### src/hdl/mmg_pkg.sv
// ----------------------------------------------------------------------------
// mmg_pkg: shared types and constants for the min/max gap search
// Word formats, cell command and link types, register indexes and reset values.
// ----------------------------------------------------------------------------
package mmg_pkg;

    // Field widths fixed by the word formats.
    localparam int POS_BITS       = 16;
    localparam int EXTRA_BITS     = 16;
    localparam int MAX_POINTS_DEF = 64;
    localparam int CFG_IDX_BITS   = 2;

    // Register indexes on the configuration port.
    localparam logic [CFG_IDX_BITS-1:0] REG_ROAD_LENGTH  = 2'd0;
    localparam logic [CFG_IDX_BITS-1:0] REG_EXTRA_POINTS = 2'd1;

    // Register reset values.
    localparam logic [POS_BITS-1:0]   ROAD_LENGTH_RST  = POS_BITS'(1000);
    localparam logic [EXTRA_BITS-1:0] EXTRA_POINTS_RST = '0;

    typedef struct packed {
        logic [POS_BITS-1:0] position;
        logic                point_valid;
        logic                is_last;
    } in_word_t;

    typedef struct packed {
        logic [POS_BITS-1:0] min_max_gap;
        logic                overflow;
    } out_word_t;

    // Commands broadcast to every cell of the chain.
    typedef enum logic [2:0] {
        CMD_IDLE,
        CMD_INSERT,
        CMD_PREP,
        CMD_DIV_LOAD,
        CMD_DIV_STEP,
        CMD_SHIFT,
        CMD_CLEAR
    } cmd_op_t;

    typedef struct packed {
        cmd_op_t             op;
        logic [POS_BITS-1:0] pos;
        logic [POS_BITS-1:0] divisor;
        logic [POS_BITS-1:0] road_len;
    } cell_cmd_t;

    // What one cell hands to its right-hand neighbor.
    typedef struct packed {
        logic [POS_BITS-1:0] val;
        logic                occ;
        logic                gt;
        logic [POS_BITS-1:0] quo;
        logic                neg;
    } cell_link_t;

    typedef enum logic [2:0] {
        S_LOAD,
        S_PREP,
        S_CHECK,
        S_DIVL,
        S_DIV,
        S_SUM,
        S_DECIDE,
        S_DONE
    } state_t;

endpackage

### src/hdl/mmg_cell.sv
// ----------------------------------------------------------------------------
// mmg_cell: one cell of the sorted insertion chain
// Holds one position, computes its gap term with a bit-serial divider and
// shifts its quotient toward the end of the chain.
// ----------------------------------------------------------------------------
module mmg_cell
(
    input  logic               clk,
    input  logic               rst_n,
    input  mmg_pkg::cell_cmd_t cmd,
    input  mmg_pkg::cell_link_t left,
    output mmg_pkg::cell_link_t right
);

    localparam int P = mmg_pkg::POS_BITS;

    logic         occ_reg, occ_next;
    logic [P-1:0] val_reg, val_next;
    logic [P-1:0] mag_reg, mag_next;
    logic [P-1:0] rem_reg, rem_next;
    logic [P-1:0] quo_reg, quo_next;
    logic         neg_reg, neg_next;
    logic         sgn_reg, sgn_next;

    logic         gt;
    logic         active;
    logic [P+1:0] gap;
    logic [P+1:0] gap_abs;
    logic [P:0]   trial;
    logic [P:0]   diff;
    logic         fits;

    // This cell holds a value that the new position must displace.
    assign gt = occ_reg && (val_reg > cmd.pos);

    // The gap to the left neighbor; the first free cell measures up to the end.
    assign active  = occ_reg || left.occ;
    assign gap     = (occ_reg ? {2'b00, val_reg} : {2'b00, cmd.road_len})
                     - {2'b00, left.val} - (P+2)'(1);
    assign gap_abs = gap[P+1] ? (~gap + (P+2)'(1)) : gap;

    // One restoring division step.
    assign trial = {rem_reg, quo_reg[P-1]};
    assign diff  = trial - {1'b0, cmd.divisor};
    assign fits  = trial >= {1'b0, cmd.divisor};

    // Next state for each command. The gap sign is kept for every search
    // step; a copy of it travels down the chain with the quotient.
    always_comb
    begin
        occ_next = occ_reg;
        val_next = val_reg;
        mag_next = mag_reg;
        rem_next = rem_reg;
        quo_next = quo_reg;
        neg_next = neg_reg;
        sgn_next = sgn_reg;
        case (cmd.op)
            mmg_pkg::CMD_INSERT:
            begin
                if (gt || (!occ_reg && left.occ))
                begin
                    val_next = left.gt ? left.val : cmd.pos;
                    occ_next = 1'b1;
                end
            end
            mmg_pkg::CMD_PREP:
            begin
                neg_next = active && gap[P+1];
                mag_next = active ? gap_abs[P-1:0] : '0;
            end
            mmg_pkg::CMD_DIV_LOAD:
            begin
                rem_next = '0;
                quo_next = mag_reg;
                sgn_next = neg_reg;
            end
            mmg_pkg::CMD_DIV_STEP:
            begin
                rem_next = fits ? diff[P-1:0] : trial[P-1:0];
                quo_next = {quo_reg[P-2:0], fits};
            end
            mmg_pkg::CMD_SHIFT:
            begin
                quo_next = left.quo;
                sgn_next = left.neg;
            end
            mmg_pkg::CMD_CLEAR:
            begin
                occ_next = 1'b0;
            end
            default:
            begin
            end
        endcase
    end

    // Occupancy is control state.
    always_ff @(posedge clk or negedge rst_n)
    begin
        if (!rst_n)
            occ_reg <= 1'b0;
        else
            occ_reg <= occ_next;
    end

    // Data registers.
    always_ff @(posedge clk)
    begin
        val_reg <= val_next;
        mag_reg <= mag_next;
        rem_reg <= rem_next;
        quo_reg <= quo_next;
        neg_reg <= neg_next;
        sgn_reg <= sgn_next;
    end

    assign right.val = val_reg;
    assign right.occ = occ_reg;
    assign right.gt  = gt;
    assign right.quo = quo_reg;
    assign right.neg = sgn_reg;

endmodule

### config.mk
export PLATFORM = sky130hd
export DESIGN_NAME = mmg_cell
export DESIGN_NICKNAME = d
export VERILOG_FILES = /design/src/hdl/mmg_pkg.sv /design/src/hdl/mmg_cell.sv
export SDC_FILE = /design/constraint.sdc
export NUM_CORES = 1
export LEC_CHECK = 0
export ABC_CLOCK_PERIOD_IN_PS = 3800
export BUFFER_PORTS_ARGS = -buffer_cell sky130_fd_sc_hd__buf_4
export CORE_MARGIN = 1.5
export CORE_UTILIZATION = 52
export CTS_CLUSTER_SIZE = 8
export DETAILED_ROUTE_END_ITERATION = 7
export PLACE_DENSITY_LB_ADDON = 0.25
export SYNTH_ARGS = -nofsm -noshare
export SYNTH_HDL_FRONTEND = slang
export SYNTH_SLANG_ARGS = --single-unit
### constraint.sdc
create_clock -name clk -period 3.8 [get_ports clk]
set_input_delay 0.19 -clock clk [delete_from_list [all_inputs] [get_ports clk]]
set_output_delay 0.19 -clock clk [all_outputs]
set_load 0.05 [all_outputs]
==> flow_metrics.env, run 1 <==
export IMPL_setup_viol=6
export IMPL_grt_usage_pct=25.3
export IMPL_max_freq_mhz=244
export IMPL_hpwl_mm=12.5
export IMPL_hold_path_class="input pin to flip-flop"
export IMPL_syn_to_final_growth_pct=38.9
export IMPL_route_top_layer_used="met4"
export IMPL_synthDistinctLibCells=73
export IMPL_vdd_drop_max_v=0.000228
export IMPL_relSlewSlack_pct=45.4
export IMPL_holdPathEnd="val_reg[12]"
export IMPL_met1Wirelength_mm=7.10
export IMPL_required_ns=4.00
export IMPL_r2r_cells=14
export IMPL_whs_path_depth=3
export IMPL_grt_pass1_wl_mm=26.2
export IMPL_synth_seq_area_share_pct=32.0
export IMPL_hold_violations=0
export IMPL_crit_type="flip-flop to flip-flop"
export IMPL_die_area_um2=12700
export IMPL_grt_max_degree=38
export IMPL_htree_levels=3
export IMPL_synthMostInstantiatedCell="edfxtp_1"
export IMPL_viasPerCell=5.86
export IMPL_synth_ff_type="edfxtp_1"
export IMPL_status="finished, violations left"
export IMPL_rows=39
export IMPL_synth_avg_cell_area_um2=8.67
export IMPL_critPathBufInv=2
export IMPL_diodes=0
export IMPL_synth_top_cell_by_area="edfxtp_1"
export IMPL_wl_per_cell_um=16.5
export IMPL_synthTopCellsByArea="edfxtp_1 (32%), ha_1 (10%), o21ai_0 (4.7%)"
export IMPL_cts_root_buf="clkbuf_16"
export IMPL_finalPower_mw=3.48
export IMPL_instances_no_fill=1064
export IMPL_cp_arrival_ns=4.30
export IMPL_yosysWarnings=0
export IMPL_path_clk_slew_ns=0.07
export IMPL_worstReg2RegStart="occ_reg"
export IMPL_drt_pass1_iterations=6
export IMPL_synthTopCellsByCount="edfxtp_1 (66), inv_1 (65), nand2_1 (63), o21ai_0 (59), nor2_1 (56)"
export IMPL_drt_iter0_markers=427
export IMPL_dr_wl_met3_um=976
export IMPL_final_setup_worst_slack_ns=-0.299
export IMPL_synth_top_area_share_pct=31.6
export IMPL_clk_latency_ns=0.35
export IMPL_syn_num_nets=865
export IMPL_rsz0062_at_grt="yes"
export IMPL_worstPathMaxFanout=7
export IMPL_cap_viol_max_count=0
export IMPL_drive_above_1_share_pct=35.4
export IMPL_setup_tns_ns=-0.960
export IMPL_pre_cts_slack_ns=-0.197
export IMPL_via_count=6236
export IMPL_rrSetupSlack_ns=-0.30
export IMPL_cp_top_family="simple AND/OR/NAND/NOR gates"
export IMPL_period_minus_slack_ns=4.10
export IMPL_clock_skew_ns=0.0109
export IMPL_ys_ff_latch=67
export IMPL_core_area_um2=11600
export IMPL_tightest_slew_ns=0.819
export IMPL_fin_crit_sh_pct=108
export IMPL_overflow=0
export IMPL_ant_nets=0
export IMPL_clockBufferDepth=2
export IMPL_violations="negative setup slack"
export IMPL_cts_num_sinks=67
export IMPL_placedCellCount=1029
export IMPL_p_per_area_nw_per_um2=400
export IMPL_drc=0
export IMPL_initial_core_util_pct=54.1
export IMPL_hold_start="left[31]"
export IMPL_gp_congestion=0.858
export IMPL_cts_made_buffers=9
export IMPL_crit_path_end_kind="flip-flop"
export IMPL_async_flop_share_pct=1.49
export IMPL_finalMaxSlewViolations=0
export IMPL_crit_path_max_incr_delay_ns=0.61
export IMPL_syn_area_um2=6280
export IMPL_drt_total_wl_mm=17.6
export IMPL_pin_count=123
export IMPL_leakagePower_nw=3.87
export IMPL_slowest_stage="or4_4"
export IMPL_start_kind="flip-flop"
export IMPL_antenna_found_initial=0
export IMPL_portBuffers=122
export IMPL_critPathMostFrequentCell="nor4_4"
export IMPL_fin_util_pct=75.1
export IMPL_fp_dieW_um=113
export IMPL_r2r_end="mag_reg[15]"
export IMPL_path_cells="buf_12 > mux2_4 > ha_4 > nand2b_4 > o221ai_2 > a211o_1 > or4_4 > nor4_4 > xor2_2 > buf_4 > nor4_4 > o21ai_2 > or3_1 > a31oi_1"
export IMPL_nNetsFinal=1057
export IMPL_tritoncts="done"
export IMPL_die_h_um=113
export IMPL_syn_instance_count=724
export IMPL_synth_edff_count=66
export IMPL_dr_wl_met2_mm=8.99
export IMPL_grt_pass1_vias=5845
-- power breakdown --
part           internal, mW  switching (mW)
combinational         0.790           0.907
clock                 0.513           0.353
sequential            0.897          0.0248
-- what timing repair did --
item                                    CTS  global route
hold endpoints to repair                  1             0
buffers inserted                          4            13
pin swaps                                 7            27
endpoints found under the setup margin   14            15
cloned                                    0             2
resized for setup                        18            60
hold buffers                              1             0
-- tightest hold or removal path: cells and delay by family --
kind | cells | cell delay, ns
AND/OR/NAND/NOR | 1 | 0.04
buffers and inverters | 1 | 0.09
AO/OA/AOI/OAI | 1 | 0.05
-- through the flow --
stage	hold slack [ns]	cell area [um2]
floorplan	-0.106	6360
global placement	-0.0329	7870
detailed placement	-0.0329	7870
CTS	0.133	8310
global route	0.145	8720
finish	0.137	8720
-- area by class of cell --
cell class                 instances  area [um2]
clock buffer                       9         225
clock inverter                     7        77.6
timing repair buffer             214        1650
tap                              143         179
fill                             822        2900
sequential                        67        2010
multi-input combinational        559        4330
inverter                          65         244
-- cells in the final DEF, fill, tap and decap left out, types with 9 or more instances in the layout --
cell type,count
buf_4,208
edfxtp_1,66
inv_1,63
nand2_1,61
o21ai_0,56
nor2_1,55
ha_1,44
a21oi_1,31
mux2i_1,22
xnor2_1,21
nand3_1,19
xor2_1,13
mux2_2,12
a21o_1,10
nor3_1,10
o21a_1,10
nand4_1,10
a21oi_2,10
clkbuf_16,10
and3_1,9
-- kinds of logic (layout without fill, tap and decap cells) --
kind of cell,after synthesis,count (layout),synth area share [%]
AO/OA/AOI/OAI,182,182,18.6
buffers and inverters,98,295,6.08
AND/OR/NAND/NOR,242,242,19.8
multiplexers,41,41,6.90
flip-flops,67,67,32.0
XOR/XNOR,41,41,5.84
adder cells (fa/ha/maj),53,53,10.8
-- how the worst max path moves through the flow --
stage | from | end | slack (ns) | depth (start not counted)
2_1_floorplan | val_reg[0] | mag_reg[15] | -0.11 | 15
3_3_place_gp | occ_reg | mag_reg[15] | -0.07 | 14
3_5_place_dp | occ_reg | mag_reg[15] | -0.20 | 14
4_1_cts | occ_reg | mag_reg[15] | -0.07 | 17
5_1_grt | occ_reg | mag_reg[15] | -0.43 | 14
6_report | occ_reg | mag_reg[15] | -0.30 | 14
-- per-layer routing --
| layer | vias up | GRT usage (%) |
|---|---|---|
| met2 | 263 | 46.7 |
| li1 | 3016 | - |
| met1 | 2905 | 29.1 |
| met3 | 52 | 4.66 |
| met4 | 0 | 9.58 |
| met5 | - | 0 |
Power figures use the tool's default switching activity.
==> inputs of run 2 (changes only) <==
--- a/config.mk
+++ b/config.mk
@@ -5,11 +5,12 @@
 export SDC_FILE = /design/constraint.sdc
 export NUM_CORES = 1
 export LEC_CHECK = 0
-export ABC_CLOCK_PERIOD_IN_PS = 3800
+export ABC_AREA = 1
+export ABC_CLOCK_PERIOD_IN_PS = 4200
 export BUFFER_PORTS_ARGS = -buffer_cell sky130_fd_sc_hd__buf_4
 export CORE_MARGIN = 1.5
-export CORE_UTILIZATION = 52
-export CTS_CLUSTER_SIZE = 8
+export CORE_UTILIZATION = 57
+export CTS_CLUSTER_SIZE = 40
 export DETAILED_ROUTE_END_ITERATION = 7
 export PLACE_DENSITY_LB_ADDON = 0.25
 export SYNTH_ARGS = -nofsm -noshare
==> constraint.sdc (replaced) <==
create_clock -name clk -period 4.2 [get_ports clk]
set_input_delay 0.21 -clock clk [delete_from_list [all_inputs] [get_ports clk]]
set_output_delay 0.21 -clock clk [all_outputs]
set_load 0.05 [all_outputs]
==> flow_metrics.env, run 2 <==
export IMPL_post_cts_setup_buffers=0
export IMPL_period_minus_slack_ns=3.56
export IMPL_drt_pass1_iterations=5
export IMPL_finalMaxSlewViolations=0
export IMPL_pin_count=123
export IMPL_hpwl_mm=12.3
export IMPL_placed_area_um2=7220
export IMPL_fin_util_pct=71.5
export IMPL_critPathBufInv=3
export IMPL_viasPerCell=5.44
export IMPL_synth_top_area_share_pct=32.0
export IMPL_cap_viol_max_count=0
export IMPL_fillers=853
export IMPL_ys_ff_latch=67
export IMPL_ant_nets=0
export IMPL_gp_congestion=0.904
export IMPL_path_cells="buf_4 > o21ai_0 > ha_1 > inv_1 > fa_1 > nand3_1 > nand2_2 > nand2_1 > nand3_1 > nand2_2 > nand2_2 > nor3_1 > nand4_1 > nand2_2 > inv_1 > nor3_1 > nor3_1"
export IMPL_path_clk_slew_ns=0.08
export IMPL_drt_iter0_markers=311
export IMPL_drive_above_1_share_pct=18.5
export IMPL_max_freq_mhz=281
export IMPL_grt_pass1_vias=6094
export IMPL_crit_path_end_kind="flip-flop"
export IMPL_synthTopCellsByCount="nand2_1 (292), inv_1 (123), nand3_1 (69), edfxtp_1 (66), a21oi_1 (56)"
export IMPL_p_per_area_nw_per_um2=388
export IMPL_synth_edff_count=66
export IMPL_cp_top_family="simple AND/OR/NAND/NOR gates"
export IMPL_critPathMostFrequentCell="nand2_2"
export IMPL_synth_avg_cell_area_um2=6.94
export IMPL_required_ns=4.31
export IMPL_die_h_um=107
export IMPL_status="completed"
export IMPL_relSlewSlack_pct=23.4
export IMPL_synthTopCellsByArea="edfxtp_1 (32%), nand2_1 (18%), ha_1 (10%)"
export IMPL_synthMostInstantiatedCell="nand2_1"
export IMPL_tritoncts="done"
export IMPL_hold_violations=0
export IMPL_final_cell_mix="nand2_1 (292), buf_4 (127), inv_1 (123)"
export IMPL_drt_total_wl_mm=15.8
export IMPL_synth_compound_gate_area_share_pct=11.1
export IMPL_via_count=6264
export IMPL_finalPower_mw=2.89
export IMPL_synthDistinctLibCells=43
export IMPL_antenna_found_initial=0
export IMPL_cts_made_buffers=9
export IMPL_whs_ns=0.136
export IMPL_yosysWarnings=0
export IMPL_syn_instance_count=892
export IMPL_wl_per_cell_um=13.7
export IMPL_synth_top_cell_by_area="edfxtp_1"
export IMPL_setup_viol=0
export IMPL_cp_startpoint="occ_reg"
export IMPL_tightest_slew_ns=1.15
export IMPL_grt_usage_pct=29.2
export IMPL_fin_crit_sh_pct=84.7
export IMPL_htree_levels=3
export IMPL_synth_top_family_by_area="simple AND/OR/NAND/NOR gates"
export IMPL_cp_arrival_ns=3.67
export IMPL_synthAdderAreaFrac_pct=11.0
export IMPL_overflow=0
export IMPL_finalInstanceArea_um2=7450
export IMPL_final_common_cell="nand2_1"
export IMPL_clockBufferDepth=2
export IMPL_pre_cts_slack_ns=0.709
export IMPL_placedCellCount=1135
export IMPL_hold_path_class="input pin to flip-flop"
export IMPL_synth_xor_area_share_pct=2.24
export IMPL_core_area_um2=10400
export IMPL_rsz0062_at_grt="no"
export IMPL_cts_num_sinks=67
export IMPL_synth_ff_type="edfxtp_1"
export IMPL_vdd_drop_max_v=0.000185
export IMPL_fp_dieW_um=107
export IMPL_hold_start="left[9]"
export IMPL_syn_num_nets=1033
export IMPL_leakagePower_nw=3.73
export IMPL_grt_max_degree=33
export IMPL_cts_root_buf="clkbuf_8"
export IMPL_synth_seq_area_share_pct=32.4
export IMPL_worstReg2RegStart="occ_reg"
export IMPL_portBuffers=122
export IMPL_clock_skew_ns=0.0156
export IMPL_clk_latency_ns=0.36
export IMPL_final_setup_worst_slack_ns=0.641
export IMPL_initial_core_util_pct=59.4
export IMPL_rows=37
export IMPL_synthSimpleGateAreaFrac_pct=33.7
export IMPL_slowest_stage="fa_1"
export IMPL_crit_type="flip-flop to flip-flop"
export IMPL_nNetsFinal=1152
export IMPL_syn_area_um2=6190
export IMPL_crit_path_max_incr_delay_ns=0.48
export IMPL_grt_pass1_wl_mm=26.8
export IMPL_start_kind="flip-flop"
export IMPL_die_area_um2=11500
export IMPL_syn_to_final_growth_pct=20.4
export IMPL_muxShareOfSynthArea_pct=0.182
export IMPL_instances_no_fill=1152
export IMPL_drc=0
export IMPL_async_flop_share_pct=1.49
export IMPL_setup_tns_ns=0
export IMPL_worstPathMaxFanout=20
export IMPL_diodes=0
[run 2: cell types whose count changed after synthesis, sizes merged, moves of 15 or more]
cell	previous run	this run
nand2	64	315
xnor2	24	9
mux2	18	1
inv	65	127
a21oi	41	58
nand3	22	73
mux2i	23	0
[run 2: worst min-delay path, stage by stage]
cell and delay (ns):
buf_4 0.08, nand2_1 0.05, nand3_1 0.05
[run 2: where the power goes]
| part | switching (mW) | internal (mW) | total (mW) |
|---|---|---|---|
| clock network | 0.278 | 0.332 | 0.610 |
| registers | 0.0229 | 0.813 | 0.836 |
| logic | 0.958 | 0.488 | 1.45 |
| total | 1.26 | 1.63 | 2.89 |
[run 2: cell type report]
cell class | instances | area (um2) | area share (%)
clock buffers | 9 | 124 | 1.66
clock inverters | 7 | 92.6 | 1.24
inverters | 128 | 480 | 6.45
multi-input cells | 677 | 3610 | 48.5
flip-flops and latches | 67 | 2010 | 26.9
well taps | 136 | 170 | 2.28
repair buffers | 128 | 963 | 12.9
[run 2: metal layers]
metal	global-route usage [%]	up-vias	wire length, um
li1	-	3172	-
met1	34.9	2824	6580
met2	51.0	222	7650
met3	6.08	46	1110
met4	11.1	0	437
met5	0	-	0
[run 2: cells by family after synthesis]
family | Yosys count
simple gates | 481
buf+inv | 148
compound gates | 127
mux | 1
fa+ha+maj | 53
xor+xnor | 15
flops | 67
[run 2: worst paths after layout]
| kind | to | slack [ns] | cells after the start |
|---|---|---|---|
| worst min-delay path | quo_reg[8] | 0.14 | 3 |
| min in group asynchronous | occ_reg | 0.23 | 2 |
| worst max-delay path | mag_reg[4] | 0.64 | 17 |
| worst min register to register | sgn_reg | 0.52 | 2 |
| max in group asynchronous | occ_reg | 3.89 | 2 |
| worst max register to register | mag_reg[4] | 0.64 | 17 |
[run 2: repair_timing]
item,CTS,global route
gates resized for setup,0,0
hold endpoints to repair,1,0
hold buffers,1,0
