<file path="config.mk">
export PLATFORM = sky130hd
export DESIGN_NAME = mmg_ctrl
export DESIGN_NICKNAME = d
export VERILOG_FILES = /design/src/hdl/mmg_pkg.sv /design/src/hdl/mmg_ctrl.sv
export SDC_FILE = /design/constraint.sdc
export NUM_CORES = 1
export LEC_CHECK = 0
export ABC_AREA = 1
export BUFFER_PORTS_ARGS = -buffer_cell sky130_fd_sc_hd__buf_2
export CORE_ASPECT_RATIO = 0.6
export CORE_MARGIN = 2
export CORE_UTILIZATION = 55
export CTS_BUF_LIST = sky130_fd_sc_hd__clkbuf_16
export DETAILED_ROUTE_END_ITERATION = 10
export HOLD_SLACK_MARGIN = 0.08
export PLACE_DENSITY_LB_ADDON = 0.1
export SLEW_MARGIN = 15
export SYNTH_ARGS = -nofsm -noshare
export SYNTH_HDL_FRONTEND = slang
export SYNTH_SLANG_ARGS = --single-unit
</file>
<file path="constraint.sdc">
create_clock -name clk -period 3.7 [get_ports clk]
set_clock_uncertainty 0.1 [all_clocks]
set_input_delay 0.37 -clock clk [delete_from_list [all_inputs] [get_ports clk]]
set_output_delay 0.37 -clock clk [all_outputs]
set_load 0.02 [all_outputs]
</file>
<file path="src/hdl/mmg_pkg.sv">
// ----------------------------------------------------------------------------
// mmg_pkg: shared types and constants for the min/max gap search
// Word formats, cell command and link types, register indexes and reset values.
// ----------------------------------------------------------------------------
package mmg_pkg;

    // Field widths fixed by the word formats.
    localparam int POS_BITS       = 16;
    localparam int EXTRA_BITS     = 16;
    localparam int MAX_POINTS_DEF = 64;
    localparam int CFG_IDX_BITS   = 2;

    // Register indexes on the configuration port.
    localparam logic [CFG_IDX_BITS-1:0] REG_ROAD_LENGTH  = 2'd0;
    localparam logic [CFG_IDX_BITS-1:0] REG_EXTRA_POINTS = 2'd1;

    // Register reset values.
    localparam logic [POS_BITS-1:0]   ROAD_LENGTH_RST  = POS_BITS'(1000);
    localparam logic [EXTRA_BITS-1:0] EXTRA_POINTS_RST = '0;

    typedef struct packed {
        logic [POS_BITS-1:0] position;
        logic                point_valid;
        logic                is_last;
    } in_word_t;

    typedef struct packed {
        logic [POS_BITS-1:0] min_max_gap;
        logic                overflow;
    } out_word_t;

    // Commands broadcast to every cell of the chain.
    typedef enum logic [2:0] {
        CMD_IDLE,
        CMD_INSERT,
        CMD_PREP,
        CMD_DIV_LOAD,
        CMD_DIV_STEP,
        CMD_SHIFT,
        CMD_CLEAR
    } cmd_op_t;

    typedef struct packed {
        cmd_op_t             op;
        logic [POS_BITS-1:0] pos;
        logic [POS_BITS-1:0] divisor;
        logic [POS_BITS-1:0] road_len;
    } cell_cmd_t;

    // What one cell hands to its right-hand neighbor.
    typedef struct packed {
        logic [POS_BITS-1:0] val;
        logic                occ;
        logic                gt;
        logic [POS_BITS-1:0] quo;
        logic                neg;
    } cell_link_t;

    typedef enum logic [2:0] {
        S_LOAD,
        S_PREP,
        S_CHECK,
        S_DIVL,
        S_DIV,
        S_SUM,
        S_DECIDE,
        S_DONE
    } state_t;

endpackage

</file>
<file path="src/hdl/mmg_ctrl.sv">
// ----------------------------------------------------------------------------
// mmg_ctrl: sequencer for loading and the binary search
// Holds the configuration registers, runs the search over the cell chain,
// sums the gap terms leaving the chain and holds the result word.
// ----------------------------------------------------------------------------
module mmg_ctrl
#(
    parameter int MAX_POINTS = mmg_pkg::MAX_POINTS_DEF
)
(
    input  logic                              clk,
    input  logic                              rst_n,
    input  logic                              in_valid,
    output logic                              in_stall,
    input  mmg_pkg::in_word_t                 in_data,
    output logic                              out_valid,
    input  logic                              out_stall,
    output mmg_pkg::out_word_t                out_data,
    input  logic                              cfg_valid,
    output logic                              cfg_ready,
    input  logic [mmg_pkg::CFG_IDX_BITS-1:0]  cfg_index,
    input  logic [mmg_pkg::EXTRA_BITS-1:0]    cfg_data,
    input  logic                              full,
    input  mmg_pkg::cell_link_t               tail,
    output mmg_pkg::cell_cmd_t                cmd
);

    localparam int P      = mmg_pkg::POS_BITS;
    localparam int E      = mmg_pkg::EXTRA_BITS;
    localparam int NCELL  = MAX_POINTS + 1;
    localparam int LH_W   = P + 2;
    localparam int SUM_W  = P + 2 + $clog2(NCELL + 1);
    localparam int CNT_W  = $clog2(NCELL + P + 1);

    mmg_pkg::state_t state_reg, state_next;

    logic [P-1:0]            road_len_reg;
    logic [E-1:0]            extra_reg;
    logic                    ovf_reg, ovf_next;
    logic signed [LH_W-1:0]  lo_reg, lo_next;
    logic signed [LH_W-1:0]  hi_reg, hi_next;
    logic signed [LH_W-1:0]  mid_reg, mid_next;
    logic signed [SUM_W-1:0] sum_reg, sum_next;
    logic [CNT_W-1:0]        cnt_reg, cnt_next;
    logic                    out_valid_reg, out_valid_next;
    mmg_pkg::out_word_t      out_data_reg, out_data_next;

    logic                    in_acc;
    logic                    out_free;
    logic signed [LH_W:0]    mid_sum;
    logic signed [SUM_W-1:0] term;
    logic signed [SUM_W-1:0] extra_s;

    assign in_acc    = in_valid && !in_stall;
    assign in_stall  = state_reg != mmg_pkg::S_LOAD;
    assign out_free  = !out_valid_reg || !out_stall;
    assign cfg_ready = 1'b1;
    assign out_valid = out_valid_reg;
    assign out_data  = out_data_reg;

    assign mid_sum = {lo_reg[LH_W-1], lo_reg} + {hi_reg[LH_W-1], hi_reg};
    assign term    = tail.neg ? -$signed({{(SUM_W-P){1'b0}}, tail.quo})
                              :  $signed({{(SUM_W-P){1'b0}}, tail.quo});
    assign extra_s = $signed({{(SUM_W-E){1'b0}}, extra_reg});

    // Configuration registers.
    always_ff @(posedge clk or negedge rst_n)
    begin
        if (!rst_n)
        begin
            road_len_reg <= mmg_pkg::ROAD_LENGTH_RST;
            extra_reg    <= mmg_pkg::EXTRA_POINTS_RST;
        end
        else if (cfg_valid && cfg_ready)
        begin
            if (cfg_index == mmg_pkg::REG_ROAD_LENGTH)
                road_len_reg <= cfg_data[P-1:0];
            else if (cfg_index == mmg_pkg::REG_EXTRA_POINTS)
                extra_reg <= cfg_data;
        end
    end

    // Next state, cell commands and the search arithmetic.
    always_comb
    begin
        state_next     = state_reg;
        ovf_next       = ovf_reg;
        lo_next        = lo_reg;
        hi_next        = hi_reg;
        mid_next       = mid_reg;
        sum_next       = sum_reg;
        cnt_next       = cnt_reg;
        out_valid_next = out_valid_reg && out_stall;
        out_data_next  = out_data_reg;
        cmd.op         = mmg_pkg::CMD_IDLE;
        cmd.pos        = in_data.position;
        cmd.divisor    = mid_reg[P-1:0];
        cmd.road_len   = road_len_reg;
        case (state_reg)
            mmg_pkg::S_LOAD:
            begin
                if (in_acc)
                begin
                    if (in_data.point_valid && !full)
                        cmd.op = mmg_pkg::CMD_INSERT;
                    if (in_data.point_valid && full)
                        ovf_next = 1'b1;
                    if (in_data.is_last)
                        state_next = mmg_pkg::S_PREP;
                end
            end
            mmg_pkg::S_PREP:
            begin
                cmd.op     = mmg_pkg::CMD_PREP;
                lo_next    = LH_W'(1);
                hi_next    = $signed({2'b00, road_len_reg}) - LH_W'(1);
                state_next = mmg_pkg::S_CHECK;
            end
            mmg_pkg::S_CHECK:
            begin
                mid_next = mid_sum[LH_W:1];
                if (lo_reg <= hi_reg)
                    state_next = mmg_pkg::S_DIVL;
                else
                    state_next = mmg_pkg::S_DONE;
            end
            mmg_pkg::S_DIVL:
            begin
                cmd.op     = mmg_pkg::CMD_DIV_LOAD;
                cnt_next   = '0;
                state_next = mmg_pkg::S_DIV;
            end
            mmg_pkg::S_DIV:
            begin
                cmd.op   = mmg_pkg::CMD_DIV_STEP;
                cnt_next = cnt_reg + CNT_W'(1);
                if (cnt_reg == CNT_W'(P - 1))
                begin
                    cnt_next   = '0;
                    sum_next   = '0;
                    state_next = mmg_pkg::S_SUM;
                end
            end
            mmg_pkg::S_SUM:
            begin
                // The last cell's quotient is added while the chain shifts.
                cmd.op   = mmg_pkg::CMD_SHIFT;
                sum_next = sum_reg + term;
                cnt_next = cnt_reg + CNT_W'(1);
                if (cnt_reg == CNT_W'(NCELL - 1))
                    state_next = mmg_pkg::S_DECIDE;
            end
            mmg_pkg::S_DECIDE:
            begin
                if (sum_reg > extra_s)
                    lo_next = mid_reg + LH_W'(1);
                else
                    hi_next = mid_reg - LH_W'(1);
                state_next = mmg_pkg::S_CHECK;
            end
            mmg_pkg::S_DONE:
            begin
                if (out_free)
                begin
                    cmd.op                    = mmg_pkg::CMD_CLEAR;
                    out_valid_next            = 1'b1;
                    out_data_next.min_max_gap = lo_reg[P-1:0];
                    out_data_next.overflow    = ovf_reg;
                    ovf_next                  = 1'b0;
                    state_next                = mmg_pkg::S_LOAD;
                end
            end
            default:
            begin
                state_next = mmg_pkg::S_LOAD;
            end
        endcase
    end

    // Control registers.
    always_ff @(posedge clk or negedge rst_n)
    begin
        if (!rst_n)
        begin
            state_reg     <= mmg_pkg::S_LOAD;
            ovf_reg       <= 1'b0;
            out_valid_reg <= 1'b0;
            cnt_reg       <= '0;
        end
        else
        begin
            state_reg     <= state_next;
            ovf_reg       <= ovf_next;
            out_valid_reg <= out_valid_next;
            cnt_reg       <= cnt_next;
        end
    end

    // Search data registers.
    always_ff @(posedge clk)
    begin
        lo_reg       <= lo_next;
        hi_reg       <= hi_next;
        mid_reg      <= mid_next;
        sum_reg      <= sum_next;
        out_data_reg <= out_data_next;
    end

`ifndef SYNTHESIS
    // A finished search always leaves a word in the output register.
    a_done_out: assert property (@(posedge clk) disable iff (!rst_n)
        (state_reg == mmg_pkg::S_DONE && out_free) |=> out_valid_reg)
        else $error("result word not registered after search");

    // No insertion is issued into a full chain.
    a_no_insert_full: assert property (@(posedge clk) disable iff (!rst_n)
        (cmd.op == mmg_pkg::CMD_INSERT) |-> !full)
        else $error("insert issued into full chain");

    // A division only starts on a non-empty search range.
    a_range: assert property (@(posedge clk) disable iff (!rst_n)
        (state_reg == mmg_pkg::S_DIVL) |-> (lo_reg <= hi_reg && mid_reg >= LH_W'(1)))
        else $error("division started on empty range");

    // The chain is cleared exactly when a result leaves the search.
    a_clear: assert property (@(posedge clk) disable iff (!rst_n)
        (cmd.op == mmg_pkg::CMD_CLEAR) |=> (state_reg == mmg_pkg::S_LOAD && !ovf_reg))
        else $error("clear without return to loading");
`endif

endmodule

</file>
==> results by group, run 1 <==
Yosys
  • Cell area after synthesis: 0.0103 mm²
  • #FFs+latches synth: 140
  • Part of the Yosys area used for sequential elements: 38.6%
  • Syn nets: 1512
  • Most common flop cell mapped by yosys: edfxtp_1
  • Number of synthesized flops with an enable pin: 96
  • Post-synth top area share: 27.9%
  • Synth Warn #: 0
  • Asr flop ratio synth: 31.4%
  • Post-synth top cells: nand2_1 (286), inv_1 (185), nor2_1 (166), o21ai_0 (104), edfxtp_1 (96)
  • Mean area per synthesized cell: 7.65 µm²
  • Synth Instances: 1351
  • Most common cell in the netlist: nand2_1
  • Netlist cell types: 50
  • Leading area contributor after synthesis: edfxtp_1
  • Ranking of synthesized cells by area: edfxtp_1 (28%), nand2_1 (10%), ha_1 (9.9%)

Setup path
  • CP Data Required Time: 3770 ps
  • R2R setup slack: 840 ps
  • Worst reg2reg path depth: 9
  • Crit path max fanout: 5
  • Reg-to-Reg End: mid_reg[13]$_DFFE_PP_
  • Critical path data arrival time: 3170 ps
  • Critical path endpoint category: flip-flop
  • CP startpoint kind: primary input
  • Worst R2R Start: lo_reg[0]$_SDFFCE_PN1P_
  • Setup Crit Path Kind: in2reg

Floorplanning
  • Rows: 38
  • Die Span Y: 110 µm
  • Initial Util: 56.6%
  • Die area: 0.0199 mm²
  • Core footprint: 0.0183 mm²
  • Die X: 181 µm
  • I/O pins: 148

Power and ir drop
  • PD cells: 531 mW/mm²
  • Leakage: 5.32 nW
  • Max IR drop VDD: 0.000461 V

STA
  • Worst-margin pin slew: 1030 ps
  • RSZ-0062 raised after global routing: false
  • Final setup fails: 0
  • Tcrit/Tclk final: 83.8%
  • Final hold violation count: 0
  • Setup TNS: 0 ps
  • Peak Freq: 323 MHz
  • Post-layout min period: 3100 ps
  • Rel. slew slack: 31.0%
  • Max-slew violation count: 0

Cells and area
  • Layout net count: 1589
  • Share of cells above drive strength 1: 12.4%
  • Synthesis-to-layout area growth: 10.9%
  • Design area: 0.0115 mm²
  • Max reg flops: 25
  • Ant. Diodes: 0

GRT
  • Remaining Overflow, GRT: 0
  • Vias in the first global route: 8239
  • Largest net degree at the start of global routing: 45
  • Initial antenna violation count: 0
  • Total Routing Usage GR: 30.8%
  • Wire length of the first global-routing pass: 46100 µm

Route
  • Vias: 9342
  • Initial DRC count: 988
  • WL/cell: 17.7 µm
  • Routed WL: 29800 µm
  • # DRC: 0
  • Antenna-violating nets left: 0
  • DRT Pass-1 Iters: 5
  • Post-DR vias/cell: 5.56

Clocking
  • Later-pin clock latency in the skew report: 440 ps
  • Clock-pin slew on the worst setup and hold paths: 60 ps
  • Max H-tree Level: 4
  • TritonCTS buffer count: 17
  • Clock Sinks: 140
  • Clock Root Buffer: clkbuf_16
  • CTS max path bufs: 2
  • Resize count post-CTS: 0
  • CTS tree: built

Placed design
  • Port Buffer Count: 96
  • DP HPWL: 23800 µm
  • GP Congestion: 0.975
  • Dpl cell area: 0.0109 mm²

Worst hold path
  • WHS Path Cells: 3
  • Min-Delay Endpoint: road_len_reg[8]$_DFFE_PN1P_
  • Min-delay src: cfg_data[8]
  • Hold Crit Class: in2reg

Status
  • Outcome: finished clean

Run
  • Total of max-cap violations: 0
## power breakdown
part           internal, mW  switching [mW]  total (mW)
combinational         0.788            1.50        2.29
clock                 0.924           0.692        1.62
sequential             1.98           0.209        2.19
total                  3.69            2.40        6.09
## worst max-delay path, stage by stage
cell,delay (ps)
buf_2,110
inv_1,90
ha_1,190
nand4_1,130
nor2_1,260
nand3_1,190
nand2_1,110
xor2_1,70
ha_1,370
nand2_1,170
nor2_1,170
inv_1,70
nor3_1,290
buf_4,210
nand2_1,50
nand2_1,110
nand2_1,50
nor3b_1,140
## cell families after synthesis
group           Yosys count  share of synthesized area [%]
buf+inv                 249                           10.5
fa+ha+maj                84                           10.3
simple gates            608                           25.3
other cells               1                         0.0363
flops                   140                           38.6
compound gates          220                           11.1
xor+xnor                 49                           4.15
## routing by layer
metal | GRT usage, % | part of all wire [%]
met1 | 51.6 | 52
met3 | 9.23 | 13
met2 | 36.8 | 34
met5 | 0 | 0
met4 | 6.68 | 0.65
## final cells by class
type                    count  area, µm²
flip-flops and latches    140       3990
repair buffers            114        626
multi-input cells         962       5270
fillers                  1659       6790
inverters                 193        724
clock inverters            13       72.6
clock buffers              19        475
well taps                 240        300
## stage by stage
stage	total power, mW	hold WS [ps]	instances	worst slack, ps	utilization (%)
after floorplan	3.71	-25.6	1351	696	-
after global placement	4.38	333	1645	347	59.6
after detailed placement	4.41	336	1645	299	59.6
after CTS	6.03	88.1	1681	748	62.8
after global routing	6.49	112	1681	388	62.8
final	6.09	101	1681	600	62.8
## worst max-delay path by stage
stage                              startpoint                         to  slack, ps  cells after the start
floorplan           sum_reg[14]$_SDFFCE_PN0P_    lo_reg[0]$_SDFFCE_PN1P_        700                      9
global placement                      tail[1]  sum_reg[21]$_SDFFCE_PN0P_        350                     16
detailed placement                    tail[1]  sum_reg[13]$_SDFFCE_PN0P_        300                     18
CTS                                   tail[1]  sum_reg[13]$_SDFFCE_PN0P_        750                     18
global route                          tail[1]  sum_reg[22]$_SDFFCE_PN0P_        390                     18
finish                                tail[1]  sum_reg[13]$_SDFFCE_PN0P_        600                     18
## placed cells by master (no fill, tap or decap), types with 3 or more instances in the layout
cell / n
nor3b_1: 4
xor2_1: 40
nand2_2: 4
nand2_1: 286
buf_2: 96
nand3_1: 67
clkbuf_16: 19
o21ai_0: 103
dlygate4sd3_1: 4
a21o_1: 3
clkinv_2: 3
buf_4: 14
clkinv_1: 3
a31oi_1: 5
nor2_4: 4
nor3_1: 26
nor2_1: 165
nor4_1: 4
inv_2: 8
nand3b_1: 5
nor2_2: 5
xnor2_1: 9
nand4_1: 19
edfxtp_1: 96
clkinv_4: 3
o21a_1: 3
inv_1: 187
and2_1: 5
o21ai_1: 3
ha_1: 82
dfrtp_1: 38
or2_2: 3
dfstp_2: 6
a21oi_1: 92
## timing repair
item,CTS,global route
endpoints found under the setup margin,0,0
hold buffers,4,0
hold endpoints to repair,41,0
buffers inserted,0,0
Note: power is estimated with default switching activity, not from simulation.
==> inputs of run 2 (changes only) <==
==> constraint.sdc (replaced) <==
create_clock -name clk -period 3.09 [get_ports clk]
set_clock_uncertainty 0.1 [all_clocks]
set_input_delay 0.309 -clock clk [delete_from_list [all_inputs] [get_ports clk]]
set_output_delay 0.309 -clock clk [all_outputs]
set_load 0.02 [all_outputs]
==> run 2 against run 1 <==
Combinational power rose by 35%. Critical path depth unchanged. Register-to-register slack got worse by 460 ps. Flip-flop and latch count stayed put. Final cell count rose by 3.7%. Routed wire length up 2.3%. Via count increased by 3.4%. Critical endpoint is now sum_reg[18]$_SDFFCE_PN0P_. Highest routed layer unchanged.
==> results by group, run 2 (synthesized netlist as in run 1, its figures left out) <==
Status
  • Outcome: finished clean

Cells and area
  • Ant. Diodes: 0
  • Share of cells above drive strength 1: 15.2%
  • FILL cells: 1630
  • Synthesis-to-layout area growth: 16.1%
  • Design area: 0.0120 mm²
  • Layout net count: 1651
  • Most frequent cells in the layout: nand2_1 (286), inv_1 (186), nor2_1 (164)
  • Most common cell after layout, fill and taps aside: nand2_1
  • Final core occ: 65.7%
  • Non-filler cells, final: 1743
  • Max reg flops: 25

STA
  • Final setup fails: 0
  • Post-layout min period: 2830 ps
  • Worst-margin pin slew: 1000 ps
  • Setup TNS: 0 ps
  • Peak Freq: 353 MHz
  • Tcrit/Tclk final: 91.6%
  • Rel. slew slack: 33.0%
  • Final hold violation count: 0
  • WHS: 113 ps
  • Final setup margin: 260 ps
  • RSZ-0062 raised after global routing: false
  • Max-slew violation count: 0

Floorplanning
  • I/O pins: 148
  • Die Span Y: 110 µm
  • Die X: 181 µm
  • Die area: 0.0199 mm²
  • Core footprint: 0.0183 mm²
  • Initial Util: 56.6%
  • Rows: 38

Route
  • Antenna-violating nets left: 0
  • Vias: 9655
  • WL/cell: 17.5 µm
  • DRT Pass-1 Iters: 6
  • Post-DR vias/cell: 5.54
  • Routed WL: 30500 µm
  • # DRC: 0
  • Initial DRC count: 1192

Power and ir drop
  • Leakage: 5.62 nW
  • P_sw: 2.95 mW
  • Max IR drop VDD: 0.000479 V
  • PD cells: 646 mW/mm²
  • Combinational share of power: 39.9%
  • Clock Power Share: 26.5%
  • P_int: 4.80 mW
  • Sequential share of power: 33.6%
  • Power Total: 7.75 mW
  • Switching part of the total: 38.0%

GRT
  • Remaining Overflow, GRT: 0
  • Wire length of the first global-routing pass: 47000 µm
  • Vias in the first global route: 8538
  • Total Routing Usage GR: 31.4%
  • Largest net degree at the start of global routing: 39
  • Initial antenna violation count: 1

Clocking
  • TritonCTS buffer count: 17
  • Max H-tree Level: 4
  • Clock Sinks: 140
  • CTS max path bufs: 2
  • Clock Root Buffer: clkbuf_16
  • CTS tree: built
  • Later-pin clock latency in the skew report: 430 ps
  • Clock-pin slew on the worst setup and hold paths: 60 ps

Setup path
  • Crit-path max cell delay: 370 ps
  • R2R setup slack: 380 ps
  • Reg-to-Reg End: mid_reg[12]$_DFFE_PP_
  • Setup Crit Path Kind: in2reg
  • Critical path endpoint category: flip-flop
  • CP Data Required Time: 3180 ps
  • Worst R2R Start: lo_reg[4]$_SDFFCE_PN0P_
  • Setup crit end: sum_reg[18]$_SDFFCE_PN0P_
  • Crit path max fanout: 5
  • Cell mode on critical path: nand2_1
  • CP max-delay cell: ha_1
  • Worst reg2reg path depth: 7
  • Crit-path cells: buf_2 -> inv_1 -> nand4_1 -> nand3b_1 -> nor2_1 -> buf_4 -> nand3_1 -> nand2_1 -> o21ai_0 -> ha_1 -> nand2_1 -> nor2_1 -> and2_1 -> nand4_1 -> nand3_1 -> nand2_1 -> nand2_1 -> nor2_1
  • CP startpoint kind: primary input
  • Crit path from: tail[3]
  • Critical path data arrival time: 2920 ps

Placed design
  • GP Congestion: 0.982
  • Cells after DPL: 1694
  • Dpl cell area: 0.0112 mm²
  • DP HPWL: 23700 µm
  • Pre-CTS setup slack: -110 ps
  • Port Buffer Count: 96

Worst hold path
  • Hold Crit Class: in2reg

Run
  • Total of max-cap violations: 0
-- run 2: cell count changes in the layout (fill, tap and decap cells not counted), moves of 2 or more --
cell and change:
clkbuf_16 +2, inv_4 -2, dlygate4sd3_1 +13, clkinv_4 -2
buf_4 +49
-- run 2: per-layer routing --
metal | GRT usage, % | wire length (µm)
met3 | 7.75 | 3820
met4 | 7.14 | 330
met2 | 39.8 | 10900
met5 | 0 | 0
met1 | 51.7 | 15400
-- run 2: power by group through the flow --
stage / logic, mW / clock network (mW) / registers (mW)
after detailed placement: 2.95 / 0 / 2.63
after global routing: 3.47 / 2.15 / 2.63
after CTS: 3.01 / 2.07 / 2.60
after floorplan: 1.86 / 0 / 2.58
after global placement: 2.92 / 0 / 2.62
final: 3.09 / 2.05 / 2.60
-- run 2: worst min-delay path by stage --
stage	start	to	slack (ps)	cells past startpoint
5_1_grt	cfg_data[13]	road_len_reg[13]$_DFFE_PN0P_	110	3
2_1_floorplan	rst_n	cnt_reg[0]$_DFFE_PN0P_	-90	0
4_1_cts	cfg_data[13]	road_len_reg[13]$_DFFE_PN0P_	100	3
6_report	cfg_data[13]	road_len_reg[13]$_DFFE_PN0P_	110	3
3_5_place_dp	ovf_reg$_DFFE_PN0P_	out_data[0]$_DFFE_PP_	350	0
3_3_place_gp	ovf_reg$_DFFE_PN0P_	out_data[0]$_DFFE_PP_	330	0
-- run 2: cell type report --
cell class / count / area, µm² / share of cell area, %
repair buffers: 176 / 1120 / 9.36
multi-input cells: 962 / 5280 / 44.0
flip-flops and latches: 140 / 3990 / 33.3
inverters: 193 / 724 / 6.04
clock buffers: 21 / 526 / 4.38
well taps: 240 / 300 / 2.50
clock inverters: 11 / 58.8 / 0.490
-- run 2: timing repair --
item,4_1_cts,5_1_grt
gates resized for setup,0,2
hold buffers,17,0
setup endpoints to repair,0,6
setup buffers,0,0
hold endpoints to repair,62,0
-- run 2: worst max-delay path: cells and delay by family --
family / cells / cell delay (ps)
buffers and inverters: 3 / 350
AO/OA/AOI/OAI: 1 / 150
adder cells (fa/ha/maj): 1 / 370
AND/OR/NAND/NOR: 13 / 1730
